## src/sv/bid_pkg.sv

```systemverilog
// Shared types and codes for the bounded integer deque.
package bid_pkg;

    localparam int DEPTH_DEF = 16;

    localparam int FUNC_W   = 3;
    localparam int VALUE_W  = 32;
    localparam int POS_W    = 4;
    localparam int COUNT_W  = 5;
    localparam int STATUS_W = 2;

    localparam logic [FUNC_W-1:0] FUNC_PUSH_FRONT = 3'd0;
    localparam logic [FUNC_W-1:0] FUNC_PUSH_BACK  = 3'd1;
    localparam logic [FUNC_W-1:0] FUNC_POP_FRONT  = 3'd2;
    localparam logic [FUNC_W-1:0] FUNC_POP_BACK   = 3'd3;
    localparam logic [FUNC_W-1:0] FUNC_READ       = 3'd4;

    localparam logic [STATUS_W-1:0] STATUS_DONE  = 2'd0;
    localparam logic [STATUS_W-1:0] STATUS_FULL  = 2'd1;
    localparam logic [STATUS_W-1:0] STATUS_EMPTY = 2'd2;
    localparam logic [STATUS_W-1:0] STATUS_RANGE = 2'd3;

    typedef enum logic {
        ST_IDLE,
        ST_READ
    } t_state;

    typedef struct packed {
        logic [STATUS_W-1:0]       status;
        logic                      is_empty;
        logic [COUNT_W-1:0]        element_count;
        logic signed [VALUE_W-1:0] read_data;
    } t_result;

    typedef struct packed {
        logic    valid;
        t_result result;
    } t_res_beat;

endpackage

```

## src/sv/bid_ram.sv

```systemverilog
// Generic single-write, single-read RAM with registered read data.
module bid_ram #(
    parameter int WIDTH = 32,
    parameter int DEPTH = 16
) (
    input  logic                     i_clk,
    input  logic                     i_we,
    input  logic [$clog2(DEPTH)-1:0] i_waddr,
    input  logic [WIDTH-1:0]         i_wdata,
    input  logic [$clog2(DEPTH)-1:0] i_raddr,
    output logic [WIDTH-1:0]         o_rdata
);

    logic [WIDTH-1:0] r_mem [DEPTH];
    logic [WIDTH-1:0] r_rdata;

    always_ff @(posedge i_clk) begin
        if (i_we) begin
            r_mem[i_waddr] <= i_wdata;
        end
        r_rdata <= r_mem[i_raddr];
    end

    assign o_rdata = r_rdata;

endmodule

```

## src/sv/bid_ctrl.sv

```systemverilog
// Deque control: front pointer, count, request decode and RAM access sequencing.
module bid_ctrl #(
    parameter int DEPTH = bid_pkg::DEPTH_DEF
) (
    input  logic                                i_clk,
    input  logic                                i_rst_n,
    input  logic                                i_valid,
    output logic                                o_ready,
    input  logic [bid_pkg::FUNC_W-1:0]          i_func,
    input  logic [bid_pkg::VALUE_W-1:0]         i_value,
    input  logic [bid_pkg::POS_W-1:0]           i_pos,
    input  logic                                i_out_ready,
    output bid_pkg::t_res_beat                  o_res,
    output logic                                o_we,
    output logic [$clog2(DEPTH)-1:0]            o_waddr,
    output logic [bid_pkg::VALUE_W-1:0]         o_wdata,
    output logic [$clog2(DEPTH)-1:0]            o_raddr,
    input  logic [bid_pkg::VALUE_W-1:0]         i_rdata
);

    localparam int PW = $clog2(DEPTH);
    localparam int CW = $clog2(DEPTH + 1);
    localparam logic [PW:0]   DEP_EXT  = (PW+1)'(DEPTH);
    localparam logic [PW-1:0] DEP_M1   = PW'(DEPTH - 1);
    localparam logic [CW-1:0] DEP_CNT  = CW'(DEPTH);

    bid_pkg::t_state r_state, n_state;
    logic [PW-1:0]   r_front, n_front;
    logic [CW-1:0]   r_count, n_count;

    logic            accept;
    logic            full;
    logic            empty;
    logic            pos_bad;
    logic [PW-1:0]   slot_prev;
    logic [PW-1:0]   slot_back;
    logic [PW-1:0]   slot_next;
    logic [PW-1:0]   slot_pos;

    // (base + off) mod DEPTH with base, off < DEPTH
    function automatic logic [PW-1:0] ring_add(logic [PW-1:0] base, logic [PW-1:0] off);
        logic [PW:0] sum;
        sum = {1'b0, base} + {1'b0, off};
        if (sum >= DEP_EXT) begin
            sum = sum - DEP_EXT;
        end
        return sum[PW-1:0];
    endfunction

    assign o_ready   = (r_state == bid_pkg::ST_IDLE) && i_out_ready;
    assign accept    = i_valid && o_ready;
    assign full      = (r_count >= DEP_CNT);
    assign empty     = (r_count == '0);
    assign pos_bad   = (32'(i_pos) >= 32'(r_count));
    assign slot_prev = ring_add(r_front, DEP_M1);
    assign slot_back = ring_add(r_front, PW'(r_count));
    assign slot_next = ring_add(r_front, PW'(1));
    assign slot_pos  = ring_add(r_front, PW'(i_pos));

    assign o_raddr = slot_pos;
    assign o_wdata = i_value;

    always_ff @(posedge i_clk) begin
        if (!i_rst_n) begin
            r_state <= bid_pkg::ST_IDLE;
            r_front <= '0;
            r_count <= '0;
        end else begin
            r_state <= n_state;
            r_front <= n_front;
            r_count <= n_count;
        end
    end

    always_comb begin
        n_state = r_state;
        n_front = r_front;
        n_count = r_count;
        o_we    = 1'b0;
        o_waddr = slot_back;
        o_res   = '0;
        case (r_state)
            bid_pkg::ST_IDLE: begin
                if (accept) begin
                    o_res.valid = 1'b1;
                    o_res.result.status = bid_pkg::STATUS_DONE;
                    case (i_func)
                        bid_pkg::FUNC_PUSH_FRONT: begin
                            if (full) begin
                                o_res.result.status = bid_pkg::STATUS_FULL;
                            end else begin
                                o_we    = 1'b1;
                                o_waddr = slot_prev;
                                n_front = slot_prev;
                                n_count = r_count + CW'(1);
                            end
                        end
                        bid_pkg::FUNC_PUSH_BACK: begin
                            if (full) begin
                                o_res.result.status = bid_pkg::STATUS_FULL;
                            end else begin
                                o_we    = 1'b1;
                                n_count = r_count + CW'(1);
                            end
                        end
                        bid_pkg::FUNC_POP_FRONT: begin
                            if (empty) begin
                                o_res.result.status = bid_pkg::STATUS_EMPTY;
                            end else begin
                                n_front = slot_next;
                                n_count = r_count - CW'(1);
                            end
                        end
                        bid_pkg::FUNC_POP_BACK: begin
                            if (empty) begin
                                o_res.result.status = bid_pkg::STATUS_EMPTY;
                            end else begin
                                n_count = r_count - CW'(1);
                            end
                        end
                        bid_pkg::FUNC_READ: begin
                            if (empty) begin
                                o_res.result.status = bid_pkg::STATUS_EMPTY;
                            end else if (pos_bad) begin
                                o_res.result.status = bid_pkg::STATUS_RANGE;
                            end else begin
                                // result follows once the RAM word is back
                                o_res.valid = 1'b0;
                                n_state     = bid_pkg::ST_READ;
                            end
                        end
                        default: begin
                        end
                    endcase
                    o_res.result.element_count = bid_pkg::COUNT_W'(n_count);
                    o_res.result.is_empty      = (n_count == '0);
                end
            end
            bid_pkg::ST_READ: begin
                o_res.valid                = 1'b1;
                o_res.result.read_data     = i_rdata;
                o_res.result.element_count = bid_pkg::COUNT_W'(r_count);
                o_res.result.is_empty      = empty;
                o_res.result.status        = bid_pkg::STATUS_DONE;
                n_state                    = bid_pkg::ST_IDLE;
            end
            default: begin
                n_state = bid_pkg::ST_IDLE;
            end
        endcase
    end

endmodule

```

## src/sv/bid_out.sv

```systemverilog
// Output register stage holding one result beat until the sink takes it.
module bid_out (
    input  logic               i_clk,
    input  logic               i_rst_n,
    input  bid_pkg::t_res_beat i_res,
    output logic               o_ready,
    output logic               o_valid,
    input  logic               i_ready,
    output bid_pkg::t_result   o_result
);

    logic             r_valid;
    bid_pkg::t_result r_result;

    assign o_ready  = !r_valid || i_ready;
    assign o_valid  = r_valid;
    assign o_result = r_result;

    always_ff @(posedge i_clk) begin
        if (!i_rst_n) begin
            r_valid <= 1'b0;
        end else if (i_res.valid) begin
            r_valid <= 1'b1;
        end else if (i_ready) begin
            r_valid <= 1'b0;
        end
    end

    always_ff @(posedge i_clk) begin
        if (i_res.valid) begin
            r_result <= i_res.result;
        end
    end

endmodule

```

## src/sv/bounded_int_deque_unit.sv

```systemverilog
// Top level of the bounded integer deque: ring RAM, control and output stage.
// Double-ended queue of signed 32-bit words held in a DEPTH-entry RAM ring with a
// front pointer and a count. Each input beat carries one request (push front,
// push back, pop front, pop back, read at a position from the front) and gives
// exactly one result beat with read data, count, empty flag and status. Pushes, pops
// and refused requests answer at once; a successful read waits in the read state for
// the registered read data of the ring RAM. A request is taken while no read waits
// and the output register is free or being drained in the same cycle. The RAM needs
// no clearing pass: only entries written by a push are ever read.
module bounded_int_deque_unit #(
    parameter int DEPTH = bid_pkg::DEPTH_DEF
) (
    input  logic        i_clk,
    input  logic        i_rst_n,
    input  logic        s_axis_tvalid,
    output logic        s_axis_tready,
    input  logic [39:0] s_axis_tdata,   // push_value[31:0], position[35:32], zero pad
    input  logic [2:0]  s_axis_tuser,   // func[2:0]
    output logic        m_axis_tvalid,
    input  logic        m_axis_tready,
    output logic [39:0] m_axis_tdata    // read_data[31:0], element_count[36:32],
                                        // is_empty[37], status[39:38]
);

    localparam int PW = $clog2(DEPTH);

    bid_pkg::t_res_beat               res;
    bid_pkg::t_result                 result;
    logic                             out_ready;
    logic                             we;
    logic [PW-1:0]                    waddr;
    logic [PW-1:0]                    raddr;
    logic [bid_pkg::VALUE_W-1:0]      wdata;
    logic [bid_pkg::VALUE_W-1:0]      rdata;

    bid_ram #(
        .WIDTH (bid_pkg::VALUE_W),
        .DEPTH (DEPTH)
    ) u_ram (
        .i_clk   (i_clk),
        .i_we    (we),
        .i_waddr (waddr),
        .i_wdata (wdata),
        .i_raddr (raddr),
        .o_rdata (rdata)
    );

    bid_ctrl #(
        .DEPTH (DEPTH)
    ) u_ctrl (
        .i_clk       (i_clk),
        .i_rst_n     (i_rst_n),
        .i_valid     (s_axis_tvalid),
        .o_ready     (s_axis_tready),
        .i_func      (s_axis_tuser),
        .i_value     (s_axis_tdata[31:0]),
        .i_pos       (s_axis_tdata[35:32]),
        .i_out_ready (out_ready),
        .o_res       (res),
        .o_we        (we),
        .o_waddr     (waddr),
        .o_wdata     (wdata),
        .o_raddr     (raddr),
        .i_rdata     (rdata)
    );

    bid_out u_out (
        .i_clk    (i_clk),
        .i_rst_n  (i_rst_n),
        .i_res    (res),
        .o_ready  (out_ready),
        .o_valid  (m_axis_tvalid),
        .i_ready  (m_axis_tready),
        .o_result (result)
    );

    assign m_axis_tdata = {result.status, result.is_empty, result.element_count,
                           result.read_data};

endmodule
```

## config.mk

```make
export PLATFORM = sky130hd
export DESIGN_NAME = bounded_int_deque_unit
export DESIGN_NICKNAME = d
export VERILOG_FILES = /design/src/sv/bid_pkg.sv /design/src/sv/bid_ram.sv /design/src/sv/bid_ctrl.sv /design/src/sv/bid_out.sv /design/src/sv/bounded_int_deque_unit.sv
export SDC_FILE = /design/constraint.sdc
export NUM_CORES = 1
export LEC_CHECK = 0
export CORE_ASPECT_RATIO = 0.7
export CORE_MARGIN = 4
export CORE_UTILIZATION = 57
export CTS_CLUSTER_SIZE = 12
export DETAILED_ROUTE_END_ITERATION = 10
export DONT_BUFFER_PORTS = 1
export PLACE_DENSITY = 0.75
export SYNTH_ARGS = -nofsm -noshare
export SYNTH_HDL_FRONTEND = slang
export SYNTH_SLANG_ARGS = --single-unit
```

## constraint.sdc

```tcl
create_clock -name i_clk -period 4.3 [get_ports i_clk]
set_input_delay 0.86 -clock i_clk [delete_from_list [all_inputs] [get_ports i_clk]]
set_output_delay 0.86 -clock i_clk [all_outputs]
set_load 0.02 [all_outputs]
```

### After elaboration in Yosys (flattened, before gate mapping)

Memory sizes are Yosys's and may differ from the RTL's. A register that Yosys moved wholly into a read port is not among the register bits.
Cells that the tools add are included.

* equal/unequal tests: 6
* $add $sub $neg: 10
* $lt $le $gt $ge: 6
* multiplexer cells: 39
* reduce and logical (&&, ||, !) cells: 13
* bitwise logic cells: 1

Operators by type and width (number)
* 2-to-1 mux 4 bit: 10
* >= comparator 5 bit, second input constant: 5
* 2-to-1 mux 5 bit: 4
* case mux 9 bit (2 select lines): 1
* 2-to-1 mux 1 bit: 16
* subtractor 4 x 1 -> 4 bit, second input constant: 4
* adder 4 x 4 -> 5 bit: 2
* logical NOT 5 bit: 2
* case mux 5 bit (2 select lines): 1
* 2-to-1 mux 9 bit: 1
* case mux 4 bit (2 select lines): 1
* == test 3 x 2 -> 1 bit, second input constant: 2
* 2-to-1 mux 2 bit: 3
* case mux 2 bit (3 select lines): 1
* adder 4 x 1 -> 5 bit, second input constant: 1
* adder 4 x 4 -> 5 bit, second input constant: 1
* adder 5 x 1 -> 5 bit, second input constant: 1
* >= comparator 4 x 5 -> 1 bit: 1
* AND reduction 5 bit: 1
* subtractor 5 x 1 -> 5 bit, second input constant: 1
* != test 2 bit, second input constant: 2
* nonzero test 2 bit: 2
* OR reduction 2 bit: 2
* == test 3 x 1 -> 1 bit, second input constant: 1
* other kinds (8): 9

* logic and storage cells: 84
* input bits: 47
* memories: 1
* register bits after elaboration: 51
* memory bits (writable): 512
* output and inout port bits: 42

Memory list
* u_ram.r_mem: words 16, width 32, rd ports 1, clocked after Yosys merged registers in 1, wr ports 1, RTL line bid_ram.sv:14 `logic [WIDTH-1:0] r_mem [DEPTH];`

### Longest topological paths before layout

Gate-level depths: netlist of the first run.

* depth in word-level cells: 10
* depth in mapped cells: 9
* depth with buffers taken out: 7

### Cells and area by module

From an unflattened synthesis of the first run, not the netlist that was laid out.

* cells, all modules: 1114
* area, all modules: 22821.9 um2

Modules (own cells, without submodules)
* bid_ram: area each 19835.3 um2, instances 1, cells each 838, seq. area each 16015.4 um2
* bid_ctrl: area each 1736.7 um2, instances 1, cells each 232, seq. area each 200.2 um2
* bid_out: area each 1249.9 um2, instances 1, cells each 44, seq. area each 1221.2 um2

### Worst setup path after synthesis of the first run

OpenSTA, ideal clock, no wires.

* path kind: input -> register
* start point: in s_axis_tuser[1]
* end point: mem u_ram.r_mem[12][0], enable pin
* setup time: 0.461 ns
* setup slack: -0.304 ns
* buffers on the path: 0
* cell stages on the path: 5
* arrival: 4.143 ns
* required time: 3.839 ns
* cell sequence: nor4_1 -> nand4b_1 -> nor4_2 -> nor3_1 -> nor3_1

* cells in the longest elaborated chain, start to end: 7
* elaborated cells between the ends (all ways): 11
* classes of those cells: eq/ne (1); mux (8); reduce/logical (2)

Ends and longest elaborated chain
* start, declared: RTL line bounded_int_deque_unit.sv:18 `input logic [2:0] s_axis_tuser,`
* == test 3 x 1 -> 1 bit or logical NOT 3 bit (tied branches): RTL line bid_ctrl.sv:87 `case (i_func)`
* OR reduction 2 bit (no source line)
* 2-to-1 mux 1 bit
* 2-to-1 mux 1 bit: RTL line bid_ctrl.sv:84 `if (accept) begin`
* 2-to-1 mux 1 bit: RTL line bid_ctrl.sv:82 `case (r_state)`
* 2-to-1 mux 1 bit: RTL line bid_ram.sv:18 `if (i_we) begin`
* 2-to-1 mux 1 bit (implied by the code): RTL line bid_ram.sv:19 `r_mem[i_waddr] <= i_wdata;`
* end, declared: RTL line bid_ram.sv:14

Parallel ways exist; a longest one is shown, timed or not.

==> impl_metrics.tcl, run 1 <==
set metrics [dict create \
    clk_root_buffer_cell "clkbuf_16" \
    ant_nets 0 \
    pre_cts_slack_ns 0.715 \
    drt-initial-drc-count 1085 \
    power.share.switching_pct 21.6 \
    pwr-share-clk_pct 37.7 \
    place_congestion 0.855 \
    dp_hpwl_um 24800 \
    p_switching_mw 2.60 \
    fin_skew_ns 0.0225 \
    peakVddDrop_mv 0.335 \
    hold_viol_final 0 \
    setup_tns_ns 0 \
    synth.ff_latch_count 595 \
    finalNetCount 1266 \
    path_max_fanout 27 \
    critPathArrivalTime_ns 3.80 \
    antenna_found_initial 0 \
    startpoint_type "register" \
    holdPathStages 0 \
    grt_pass1_wl_um 70400 \
    period_needed_ns 3.53 \
    tightest_slew_ns 1.27 \
    syn_area_um2 22900 \
    synth.distinct_cells 58 \
    r2r_slack_ns 0.77 \
    synth_area_per_cell_um2 19.7 \
    slowest_delay_ns 0.86 \
    drc 0 \
    ys_seq_area_share_pct 76.1 \
    cts_hold_buf 0 \
    slowest_stage "o21bai_4" \
    clkSlewWorstSetupHoldPaths_ns 0.06 \
    io_pins 89 \
    wirelength_um 46300 \
    cts_resized 0 \
    synth.area.top_cells "edfxtp_1 (72%), mux4_2 (13%), dfxtp_1 (3.8%)" \
    post-route-period-util_pct 82.2 \
    die_h_um 176 \
    row_count 61 \
    antenna_cells 0 \
    path_cells "inv_1 > ha_1 > nor4b_1 > nor4_1 > a21boi_0 > o21bai_4 > buf_4" \
    start_util_pct 57.7 \
    holdCritStartpoint "s_axis_tdata[24]" \
    p_per_area_nw_per_um2 468 \
    firstDrtPassIters 7 \
    ys_warn_count 0 \
    internal_power_mw 9.41 \
    comb_power_share_pct 7.8 \
    finalNonFillerCells 1783 \
    synthToLayoutAreaGrowth_pct 11.9 \
    worstSetupEndpointType "register" \
    htreeDepth 2 \
    async_flop_share_pct 0 \
    hold_path.class "in -> reg" \
    power_frac_seq_pct 54.6 \
    numCtsBuffers 56 \
    critPathKind "reg -> reg" \
    yosys.area.top_type_share_pct 72.3 \
    cts_setup_buffers 0 \
    fmax_mhz 283 \
    syn_inst 1162 \
    grt_usage_pct 21.7 \
    cts_tree "yes" \
    place_area_um2 24000 \
    synth_top_area_cell "edfxtp_1" \
    grt_max_degree 65 \
    cts.sinks 595 \
    placedCellCount 1679 \
    reg2reg_from "u_ctrl.r_count[1]$_SDFFE_PN0P_" \
    synthFlopType "edfxtp_1" \
    grt_pass1_vias 11281 \
    vias_per_cell 6.22 \
    clockBufferDepth 3 \
    design_area_um2 25600 \
    synth_edf_count 552 \
    critical-path-top-delay-family "compound AO/OA/AOI/OAI gates" \
    overflow 0 \
    totalPowerFinal_mw 12.0 \
    portBuffers 0 \
    core-area_um2 39700 \
    layout-drive-gt1-share_pct 21.0 \
    r2r_end "u_out.o_result[32]$_DFFE_PP_" \
    p_leak_nw 8.19 \
    finalWorstSetupSlack_ns 0.767 \
    path_buf_inv 2 \
    die_area_um2 43500 \
    dieWidth_um 248 \
    clk_latency_ns 0.60 \
    vias 11096 \
    reg2reg_depth 7 \
    setup_violations 0 \
    rsz0062_at_grt "false" \
    status "complete, no violations" \
    hold_end "u_ram.r_mem[5][24]$_DFFE_PP_" \
    cp.required_ns 4.57 \
    drv_slew 0 \
    slew_headroom_pct 15.0 \
    synth_fp_nets 1226 \
    wl_per_cell_um 26.0 \
    max_cap_violations 0 \
]
[per-layer routing]
| layer | part of all wire (%) | GRT usage, % | vias to the layer above |
|---|---|---|---|
| met5 | 0 | 0 | - |
| met4 | 1.5 | 4.37 | 0 |
| met3 | 7.4 | 4.38 | 66 |
| met2 | 47 | 33.3 | 436 |
| met1 | 44 | 33.1 | 5788 |
| li1 | - | - | 4806 |
[synthesized netlist by cell type (3+ instances only)]
cell / instances
nor2_1: 12
mux4_2: 128
or3_1: 4
xnor2_1: 7
edfxtp_1: 552
a21oi_1: 18
nor3_1: 14
o21ai_0: 12
nor4_1: 4
nand3_1: 6
inv_1: 14
nand2_1: 80
buf_4: 3
buf_2: 19
a31oi_1: 32
and2_1: 65
a211oi_1: 35
a21o_1: 6
clkbuf_1: 37
o22ai_1: 3
ha_1: 15
mux2i_1: 5
dfxtp_1: 43
[worst register-to-register path, cell delays in order (launching register included)]
cell and delay [ns]:
dfxtp_1 0.39, inv_1 0.21, ha_1 0.25, nor4b_1 0.72
nor4_1 0.13, a21boi_0 0.25, o21bai_4 0.86, buf_4 0.41
[kinds of logic after synthesis]
kind of cell    Yosys count  share of synthesized area [%]
flops                   595                           76.1
buf+inv                  75                           1.38
compound gates          126                           3.67
xor+xnor                  9                          0.344
simple gates            207                           4.70
fa+ha+maj                17                          0.994
mux                     133                           12.8
[cells in the final DEF, fill, tap and decap left out, types with 8 or more instances in the layout]
| cell | instances |
|---|---|
| clkbuf_16 | 56 |
| clkbuf_1 | 40 |
| buf_12 | 12 |
| inv_1 | 14 |
| a21oi_1 | 10 |
| mux4_2 | 128 |
| dfxtp_1 | 42 |
| edfxtp_1 | 552 |
| a31oi_1 | 32 |
| ha_1 | 14 |
| nand2_1 | 80 |
| a21oi_4 | 8 |
| nor3_2 | 8 |
| nor2_1 | 12 |
| and2_1 | 65 |
| a211oi_1 | 35 |
| buf_4 | 31 |
| o21ai_0 | 12 |
[power groups by stage]
| stage | clock, mW | sequential (mW) | combinational (mW) |
|---|---|---|---|
| after floorplan | 0 | 6.65 | 0.689 |
| after global placement | 0 | 6.67 | 0.926 |
| after detailed placement | 0 | 6.67 | 0.934 |
| after CTS | 4.60 | 6.55 | 0.945 |
| after global routing | 4.85 | 6.56 | 1.02 |
| final | 4.52 | 6.55 | 0.932 |
[worst max path at each step]
| stage | from | end | slack (ns) | depth (start not counted) |
|---|---|---|---|---|
| 2_1_floorplan | s_axis_tuser[1] | u_ram.r_mem[12][0]$_DFFE_PP_ | -0.30 | 5 |
| 3_3_place_gp | u_ctrl.r_count[1]$_SDFFE_PN0P_ | u_out.o_result[22]$_SDFFCE_PN0P_ | 0.76 | 7 |
| 3_5_place_dp | m_axis_tready | u_ram.r_mem[6][22]$_DFFE_PP_ | 0.71 | 6 |
| 4_1_cts | u_ctrl.r_count[1]$_SDFFE_PN0P_ | u_out.o_result[17]$_SDFFCE_PN0P_ | 0.75 | 7 |
| 5_1_grt | u_ctrl.r_count[1]$_SDFFE_PN0P_ | u_out.o_result[32]$_DFFE_PP_ | 0.44 | 7 |
| 6_report | u_ctrl.r_count[1]$_SDFFE_PN0P_ | u_out.o_result[32]$_DFFE_PP_ | 0.77 | 7 |
[registers in the layout (all words and copies together), names as in the netlist]
| signal | count |
|---|---|
| u_ram.o_rdata | 32 |
| u_ctrl.r_count | 5 |
| u_ctrl.r_front | 4 |
| u_ctrl.r_state | 1 |
| u_out.o_valid | 1 |
| u_ram.r_mem | 512 |
| u_out.o_result | 40 |
[stage by stage]
stage,hold slack (ns),utilization [%]
after floorplan,0.488,-
after global placement,0.495,60.4
after detailed placement,0.494,60.4
after CTS,0.322,64.6
after global routing,0.323,64.6
final,0.354,64.6
[area by class of cell]
type                    count  area, um2
flip-flops and latches    595      17400
clock buffers             100       1610
multi-input cells         492       5350
well taps                 535        669
repair buffers             43        473
clock inverters             4       50.0
inverters                  14       52.6
fillers                  2644      14000
No activity file was read; power rests on OpenSTA's default activity.
==> run 2, diff against run 1 <==
clock period = 2.9 ns   (was 4.3 ns; I/O delays follow)
==> impl_metrics.tcl, run 2 (synthesis results as in run 1) <==
set metrics [dict create \
    reg2reg_depth 8 \
    hold_viol_final 0 \
    wl_per_cell_um 26.6 \
    hold_path.class "in -> reg" \
    place_congestion 0.818 \
    r2r_slack_ns 0.10 \
    antenna_cells 0 \
    status "complete, no violations" \
    dieWidth_um 248 \
    cts_resized 0 \
    numCtsBuffers 56 \
    largest_reg_flops 512 \
    period_needed_ns 2.80 \
    grt_max_degree 65 \
    post-route-period-util_pct 96.4 \
    portBuffers 0 \
    placedCellCount 1703 \
    clk_root_buffer_cell "clkbuf_16" \
    die_area_um2 43500 \
    start_util_pct 57.7 \
    slowest_stage "fa_4" \
    layout-drive-gt1-share_pct 23.0 \
    fmax_mhz 358 \
    cts_setup_buffers 0 \
    slowest_delay_ns 0.80 \
    finalNetCount 1290 \
    holdCritStartpoint "s_axis_tdata[22]" \
    setup_violations 0 \
    place_area_um2 24500 \
    top_register "u_ram.r_mem" \
    setup.worst_path.start "u_ctrl.r_front[0]$_SDFFE_PN0P_" \
    grt_pass1_wl_um 72400 \
    clkSlewWorstSetupHoldPaths_ns 0.06 \
    die_h_um 176 \
    grt_pass1_vias 11466 \
    cts.sinks 595 \
    totalPowerFinal_mw 17.7 \
    hold_end "u_ram.r_mem[7][22]$_DFFE_PP_" \
    setup_tns_ns 0 \
    final_common_cell "edfxtp_1" \
    critPathArrivalTime_ns 3.25 \
    holdWs_ns 0.0770 \
    wirelength_um 47900 \
    layout_common_cells "edfxtp_1 (552), mux4_2 (128), nand2_1 (80), and2_1 (65), clkbuf_16 (56)" \
    reg2reg_from "u_ctrl.r_front[0]$_SDFFE_PN0P_" \
    peakVddDrop_mv 0.556 \
    cp.required_ns 3.36 \
    htreeDepth 2 \
    path_max_fanout 39 \
    p_per_area_nw_per_um2 678 \
    pre_cts_slack_ns 0.0217 \
    fin_skew_ns 0.0230 \
    grt_usage_pct 22.4 \
    ant_nets 0 \
    antenna_found_initial 0 \
    finalWorstSetupSlack_ns 0.103 \
    rsz0062_at_grt "false" \
    path_cells "ha_4 > inv_1 > fa_4 > buf_12 > buf_4 > mux4_2 > a211oi_1 > a31oi_1" \
    slew_headroom_pct 46.0 \
    dp_hpwl_um 25900 \
    r2r_end "u_ram.o_rdata[17]$_DFF_P_" \
    utilization_pct 65.8 \
    core-area_um2 39700 \
    max_cap_violations 0 \
    io_pins 89 \
    clk_latency_ns 0.59 \
    drc 0 \
    critPathKind "reg -> reg" \
    holdPathStages 0 \
    vias_per_cell 6.27 \
    synthToLayoutAreaGrowth_pct 14.1 \
    cts_tree "yes" \
    drv_slew 0 \
    finalNonFillerCells 1802 \
    drt-initial-drc-count 1266 \
    clockBufferDepth 3 \
    cts_hold_buf 0 \
    worstSetupEndpointType "register" \
    vias 11307 \
    row_count 61 \
    p_leak_nw 8.35 \
    tightest_slew_ns 0.799 \
    firstDrtPassIters 6 \
    overflow 0 \
    startpoint_type "register" \
    design_area_um2 26100 \
]
## run 2: changes by cell type in the layout (fill, tap and decap cells not counted), moves of 2 or more
cell,change
clkbuf_8,-3
clkbuf_1,-5
dfxtp_1,-2
nor4_4,+2
nor3_2,-8
nor3_4,+9
buf_12,+19
clkinv_1,+2
nor4_1,-2
buf_4,+5
## run 2: worst max-delay path by stage
stage | slack, ns | endpoint | cells after the start
CTS | 0.13 | u_ram.r_mem[11][31]$_DFFE_PP_ | 7
global route | 0.02 | u_ram.r_mem[11][31]$_DFFE_PP_ | 7
detailed placement | 0.02 | u_ram.o_rdata[17]$_DFF_P_ | 8
floorplan | -0.27 | u_ram.r_mem[0][0]$_DFFE_PP_ | 5
global placement | 0.05 | u_ram.o_rdata[17]$_DFF_P_ | 8
finish | 0.10 | u_ram.o_rdata[17]$_DFF_P_ | 8
## run 2: per-layer routing
layer,up-vias,global-route usage [%],wire (um)
li1,4849,-,-
met1,5914,32.4,19800
met2,472,36.4,23400
met3,72,4.59,3910
met4,0,4.49,765
met5,-,0,0
## run 2: layout make-up
class / count / area [um2]
Sequential cell: 595 / 17400
Timing Repair Buffer: 67 / 891
Fill cell: 2526 / 13600
Inverter: 14 / 52.6
Clock inverter: 7 / 65.1
Multi-Input combinational cell: 492 / 5460
Clock buffer: 92 / 1550
Tap cell: 535 / 669
## run 2: power by group
group          leakage (nW)  switching, mW  internal (mW)
clock                 0.770           2.94           3.62
sequential             5.37          0.120           9.59
combinational          2.22          0.768          0.689
total                  8.35           3.82           13.9
## run 2: critical path, delay by kind of cell (launching register included)
kind,cells,cell delay (ns)
mux,1,0.32
compound gates,2,0.41
flops,1,0.43
fa+ha+maj,2,0.95
buf+inv,3,0.53
==> run 3, diff against run 2 <==
CORE_UTILIZATION = 30   (was 57)
CTS_BUF_LIST = sky130_fd_sc_hd__clkbuf_4   (was unset)
HOLD_SLACK_MARGIN = 0.02   (was unset)
PLACE_DENSITY = unset   (was 0.75)
==> impl_metrics.tcl, run 3 (synthesis results as in run 1) <==
set metrics [dict create \
    finalNetCount 1438 \
    drc 0 \
    row_count 84 \
    fin_skew_ns 0.0662 \
    p_per_area_nw_per_um2 668 \
    vias 11918 \
    cts.sinks 595 \
    die_h_um 239 \
    slowest_delay_ns 0.80 \
    clk_root_buffer_cell "clkbuf_4" \
    period_needed_ns 2.80 \
    setup_violations 0 \
    numCtsBuffers 140 \
    vias_per_cell 4.81 \
    dieWidth_um 338 \
    clockBufferDepth 3 \
    max_cap_violations 0 \
    top_register "u_ram.r_mem" \
    dp_hpwl_um 29800 \
    htreeDepth 4 \
    core-area_um2 75400 \
    worstSetupEndpointType "register" \
    critPathKind "reg -> reg" \
    largest_reg_flops 512 \
    path_buf_inv 3 \
    firstDrtPassIters 5 \
    final_common_cell "edfxtp_1" \
    drt-initial-drc-count 989 \
    peakVddDrop_mv 0.344 \
    io_pins 89 \
    layout_common_cells "edfxtp_1 (552), clkbuf_4 (220), mux4_2 (128), nand2_1 (80), and2_1 (65)" \
    portBuffers 0 \
    finalWorstSetupSlack_ns 0.0987 \
    drv_slew 0 \
    clk_latency_ns 0.89 \
    pre_cts_slack_ns -0.137 \
    rsz0062_at_grt "false" \
    grt_usage_pct 13.3 \
    die_area_um2 80900 \
    wirelength_um 53400 \
    layout-drive-gt1-share_pct 33.4 \
    fmax_mhz 357 \
    post-route-period-util_pct 96.6 \
    grt_pass1_vias 12298 \
    clkSlewWorstSetupHoldPaths_ns 0.08 \
    p_leak_nw 9.03 \
    place_congestion 0.800 \
    critPathArrivalTime_ns 3.55 \
    path_max_fanout 30 \
    overflow 0 \
    wl_per_cell_um 21.6 \
    cp.required_ns 3.65 \
    path_cells "ha_4 > inv_1 > fa_4 > buf_12 > mux4_2 > and2_1 > a211oi_2 > buf_4 > a31oi_1" \
    slew_headroom_pct 57.0 \
    grt_max_degree 41 \
    hold_viol_final 0 \
    status "complete, no violations" \
    critical-path-top-delay-family "adder cells" \
    startpoint_type "register" \
    tightest_slew_ns 0.643 \
    slowest_stage "fa_4" \
    antenna_found_initial 7 \
    synthToLayoutAreaGrowth_pct 20.7 \
    cts_tree "yes" \
    ant_nets 0 \
    grt_pass1_wl_um 80000 \
    setup_tns_ns 0 \
    hold_path.class "in -> reg" \
    start_util_pct 30.4 \
]
-- run 3: cell count changes in the layout (fill, tap and decap cells not counted), sizes merged --
cell | previous run | this run
diode | 0 | 4
clkinvlp | 0 | 3
buf | 67 | 91
inv | 16 | 19
clkinv | 5 | 21
dlygate4sd3 | 0 | 40
clkbuf | 92 | 220
bufinv | 0 | 3
-- run 3: cell type report --
type                            instances  area [um2]
Antenna cell                            4        10.0
Sequential cell                       595       17400
Fill cell                            6883       47700
Inverter                               14        52.6
Tap cell                              989        1240
Clock inverter                         32         238
Timing Repair Buffer                  131        1540
Multi-Input combinational cell        492        5490
Clock buffer                          220        1650
-- run 3: tightest hold or removal path: cells and delay by family --
kind / cells / cell delay [ns]
AND/OR/NAND/NOR: 2 / 0.10
AO/OA/AOI/OAI: 1 / 0.16
-- run 3: worst paths after layout --
kind,startpoint,to,slack [ns],cells after the start
min,s_axis_tuser[1],u_out.o_result[38]$_SDFFCE_PN0P_,0.14,3
min reg2reg,u_ram.o_rdata[10]$_DFF_P_,u_out.o_result[10]$_SDFFCE_PN0P_,0.51,1
max reg2reg,u_ctrl.r_front[0]$_SDFFE_PN0P_,u_ram.o_rdata[3]$_DFF_P_,0.1,9
max,u_ctrl.r_front[0]$_SDFFE_PN0P_,u_ram.o_rdata[3]$_DFF_P_,0.1,9
-- run 3: power by group --
part           switching (mW)  internal (mW)
logic                   0.939          0.796
registers               0.120           9.58
clock network            3.32           3.73
total                    4.38           14.1
-- run 3: timing repair --
item	CTS	global route
hold buffers	40	0
setup endpoints to repair	1	426
hold endpoints to repair	526	0
resized for setup	1	7
pin swaps	0	1
buffers inserted	0	4
-- run 3: per-stage QoR --
step	util [%]	instance area, um2	hold slack, ns	power, mW	instances
4_1_cts	36.6	27600	0.0220	18.8	2469
6_report	36.7	27700	0.142	18.5	2477
2_1_floorplan	-	23100	0.488	10.9	1162
5_1_grt	36.7	27700	0.0747	19.4	2474
3_3_place_gp	33.6	25300	0.496	11.5	2177
3_5_place_dp	33.6	25300	0.496	11.5	2177
-- run 3: routing by layer --
layer  global-route usage, %  vias up  share of wire (%)
li1                        -     5272                  -
met1                    18.7     6091                 45
met2                    20.1      444                 46
met3                    3.43      105                7.0
met4                    4.50        6                2.2
met5                       0        -              0.062
